**config.mk**
```make
export PLATFORM = sky130hd
export DESIGN_NAME = bta_ram
export DESIGN_NICKNAME = d
export VERILOG_FILES = /design/src/rtl/bta_ram.sv
export SDC_FILE = /design/constraint.sdc
export NUM_CORES = 1
export LEC_CHECK = 0
export BUFFER_PORTS_ARGS = -buffer_cell sky130_fd_sc_hd__buf_2
export CAP_MARGIN = 20
export CORE_AREA = 2 2 116 90
export CTS_CLUSTER_SIZE = 16
export DETAILED_ROUTE_END_ITERATION = 8
export DIE_AREA = 0 0 118 92
export GPL_ROUTABILITY_DRIVEN = 0
export PLACE_DENSITY = 0.71
export SETUP_SLACK_MARGIN = 0.02
export SYNTH_ARGS = -nofsm -noshare
export SYNTH_HDL_FRONTEND = slang
export SYNTH_SLANG_ARGS = --single-unit
```
**constraint.sdc**
```tcl
create_clock -name clk -period 1.8 [get_ports clk]
set_input_delay 0.18 -clock clk [delete_from_list [all_inputs] [get_ports clk]]
set_output_delay 0.18 -clock clk [all_outputs]
set_load 0.02 [all_outputs]
```
**src/rtl/bta_ram.sv**
```systemverilog
// Generic simple dual-port RAM: one write port, one read port with registered data.
// Standalone; no package needed.
module bta_ram #(
	parameter int WIDTH = 8,
	parameter int DEPTH = 16,
	localparam int AW = $clog2(DEPTH)
) (
	input  logic             clk,
	input  logic             we,
	input  logic [AW-1:0]    waddr,
	input  logic [WIDTH-1:0] wdata,
	input  logic [AW-1:0]    raddr,
	output logic [WIDTH-1:0] rdata
);

	logic [WIDTH-1:0] mem [DEPTH];
	logic [WIDTH-1:0] rdata_q;

	// Write and read; a read of the address being written returns the old word.
	always_ff @(posedge clk) begin
		if (we) mem[waddr] <= wdata;
		rdata_q <= mem[raddr];
	end

	assign rdata = rdata_q;

endmodule

```
==> results.sh <==
export IMPL_via_count=2460
export IMPL_yosysMostFrequentCell="edfxtp_1"
export IMPL_tns_ns=0
export IMPL_ant_nets=0
export IMPL_synth_edf_count=128
export IMPL_ys_types=19
export IMPL_crit_chain="mux4_1 -> a22oi_1 -> nand2_1"
export IMPL_first_pass_iters=4
export IMPL_worst_slew_pin_slew_ns=0.677
export IMPL_hold_buffers=0
export IMPL_path_class="reg2reg"
export IMPL_maxSlewViolCount=0
export IMPL_grtUsageTotal_pct=20.6
export IMPL_yosys_area_top_type="edfxtp_1"
export IMPL_final_hold_viol_count=0
export IMPL_path_max_fanout=1
export IMPL_max_stage_delay_ns=0.56
export IMPL_fin_nets=303
export IMPL_syn_area_mm2=0.00515
export IMPL_synth_compound_area_share_pct=2.33
export IMPL_post_cts_buffers=0
export IMPL_fmax_ghz=0.684
export IMPL_slew_headroom_pct=54.7
export IMPL_cts_sinks=136
export IMPL_place_hpwl_um=6330
export IMPL_ys_top_cells_by_area="edfxtp_1, mux4_2, mux4_1"
export IMPL_postCtsResizedCells=0
export IMPL_critPathCaptureType="register"
export IMPL_routedWlPerCell_um=23.3
export IMPL_seq_power_share_pct=48.6
export IMPL_synthArstFlopShare_pct=0
export IMPL_grt_pass1_vias=2500
export IMPL_cp_num_buf_inv=0
export IMPL_overflow=0
export IMPL_p_total_mw=7.35
export IMPL_skew_ns=0.00413
export IMPL_slowest_stage="mux4_1"
export IMPL_worst_hold_path_type="in2reg"
export IMPL_clockRootBuffer="clkbuf_16"
export IMPL_cts_tree="built"
export IMPL_synth_top_family_by_area="multiplexers"
export IMPL_ys_seq_elements=136
export IMPL_viasPerCell=5.67
export IMPL_grt_max_degree=33
export IMPL_yosys_area_share_simple_pct=3.18
export IMPL_core_area_mm2=0.00989
export IMPL_drv_cap=0
export IMPL_synth_xor_area_share_pct=0
export IMPL_synth_top_area_share_pct=74.7
export IMPL_die_w_um=118
export IMPL_crit_required_ns=2.10
export IMPL_ys_warn_count=0
export IMPL_finalSetupViolCount=0
export IMPL_avgSynthCellArea_um2=22.5
export IMPL_outcome="complete, no violations"
export IMPL_netSwitchingFraction_pct=19.5
export IMPL_p_int_mw=5.91
export IMPL_grt_pass1_wl_um=15300
export IMPL_syn_inst=229
export IMPL_power_frac_clock_pct=46.6
export IMPL_synth_mux_area_share_pct=15.0
export IMPL_diodes=0
export IMPL_cts_buffer_depth=2
export IMPL_drt_iter0_markers=295
export IMPL_p_switching_mw=1.43
export IMPL_p_comb_share_pct=4.9
export IMPL_period_minus_slack_ns=1.46
export IMPL_irDropWorstVdd_v=0.000806
export IMPL_hold_worst_slack_ns=0.158
export IMPL_rows=32
export IMPL_synth_ff_type="edfxtp_1"
export IMPL_clkTransAtPathRegs_ns=0.05
export IMPL_arrival_ns=1.76
export IMPL_crit_family="multiplexers"
export IMPL_r2r_slack_ns=0.34
export IMPL_wirelength_um=10100
export IMPL_ctsHtreeMaxLevel=4
export IMPL_fin_crit_sh_pct=81.2
export IMPL_clk_latency_ns=0.41
export IMPL_io_pins=26
export IMPL_power_density_mw_per_mm2=1200
export IMPL_layout_drive_gt1_share_pct=31.5
export IMPL_area_growth_pct=19.4
export IMPL_grt_setup_unrepaired="false"
export IMPL_die_h_um=92
export IMPL_start_util_pct=52.0
export IMPL_drc=0
export IMPL_portBuffers=25
export IMPL_start_kind="register"
export IMPL_p_leak_nw=2.12
export IMPL_synth_fa_ha_area_share_pct=0
export IMPL_cts_buffers=17
export IMPL_dieArea_mm2=0.0109
export IMPL_antenna_found_initial=0
export IMPL_ys_seq_area_share_pct=77.8
export IMPL_netlist_top_cells_count="edfxtp_1, mux4_2, a22oi_1, mux4_1, nor2_1"
export IMPL_syn_num_nets=247
power by group through the flow:
stage                     clock [mW]  combinational [mW]  sequential (mW)
final                           3.42               0.359             3.57
after global placement             0               0.354             3.63
after detailed placement           0               0.362             3.63
after global routing            3.60               0.387             3.57
after floorplan                    0               0.180             3.65
after CTS                       3.47               0.363             3.57
through the flow:
| stage | util (%) | instance area, µm² | setup slack, ns | std cells |
|---|---|---|---|---|
| detailed placement | 56.2 | 5560 | 0.149 | 402 |
| global route | 62.2 | 6150 | 0.311 | 434 |
| floorplan | - | 5150 | 0.127 | 229 |
| global placement | 56.2 | 5560 | 0.149 | 402 |
| CTS | 62.2 | 6150 | 0.386 | 434 |
| finish | 62.2 | 6150 | 0.338 | 434 |
worst paths after layout:
check / from / to / depth (start not counted)
max reg2reg: mem[5][3] / rdata[3] / 3
min reg2reg: mem[8][3] / rdata[3] / 3
max: mem[5][3] / rdata[3] / 3
min: wdata[6] / mem[3][6] / 1
flip-flops by register name, summed over array words and instances, names as in the netlist:
register and cells:
mem 128, rdata 8
final cells by class:
| type | count | area [µm²] |
|---|---|---|
| Clock inverter | 11 | 128 |
| Clock buffer | 21 | 460 |
| Multi-Input combinational cell | 83 | 1060 |
| Fill cell | 706 | 3740 |
| Timing Repair Buffer | 47 | 328 |
| Tap cell | 136 | 170 |
| Sequential cell | 136 | 4000 |
logic make-up after synthesis:
family                 Yosys count
flip-flops                     136
AND/OR/NAND/NOR                 35
multiplexers                    32
AO/OA/AOI/OAI                   16
buffers and inverters           10
worst register-to-register path: cells and delay by family (launching register included):
family / cells / cell delay (ns)
flip-flops: 1 / 0.38
AND/OR/NAND/NOR: 1 / 0.09
AO/OA/AOI/OAI: 1 / 0.32
multiplexers: 1 / 0.56
cell usage in the layout (no fill, tap or decap):
cell / n
edfxtp_1: 128
buf_2: 25
buf_4: 19
mux4_2: 18
clkbuf_16: 17
a22oi_1: 16
mux4_1: 14
nor2_1: 13
nand2_1: 9
dfxtp_1: 8
clkinv_2: 6
nor3_1: 4
bufinv_16: 3
buf_12: 3
nand3b_1: 2
nand2b_1: 2
clkinv_1: 2
clkbuf_8: 2
clkbuf_1: 2
nor2b_1: 1
and2_1: 1
and2b_1: 1
nand3_1: 1
or3b_2: 1
layer usage:
layer	GRT usage [%]	vias up	part of all wire, %
li1	-	1086	-
met1	31.0	1269	48
met2	28.4	93	44
met3	6.84	12	6.8
met4	6.93	0	1.3
met5	0	-	0
(Power assumes the default switching activity.)
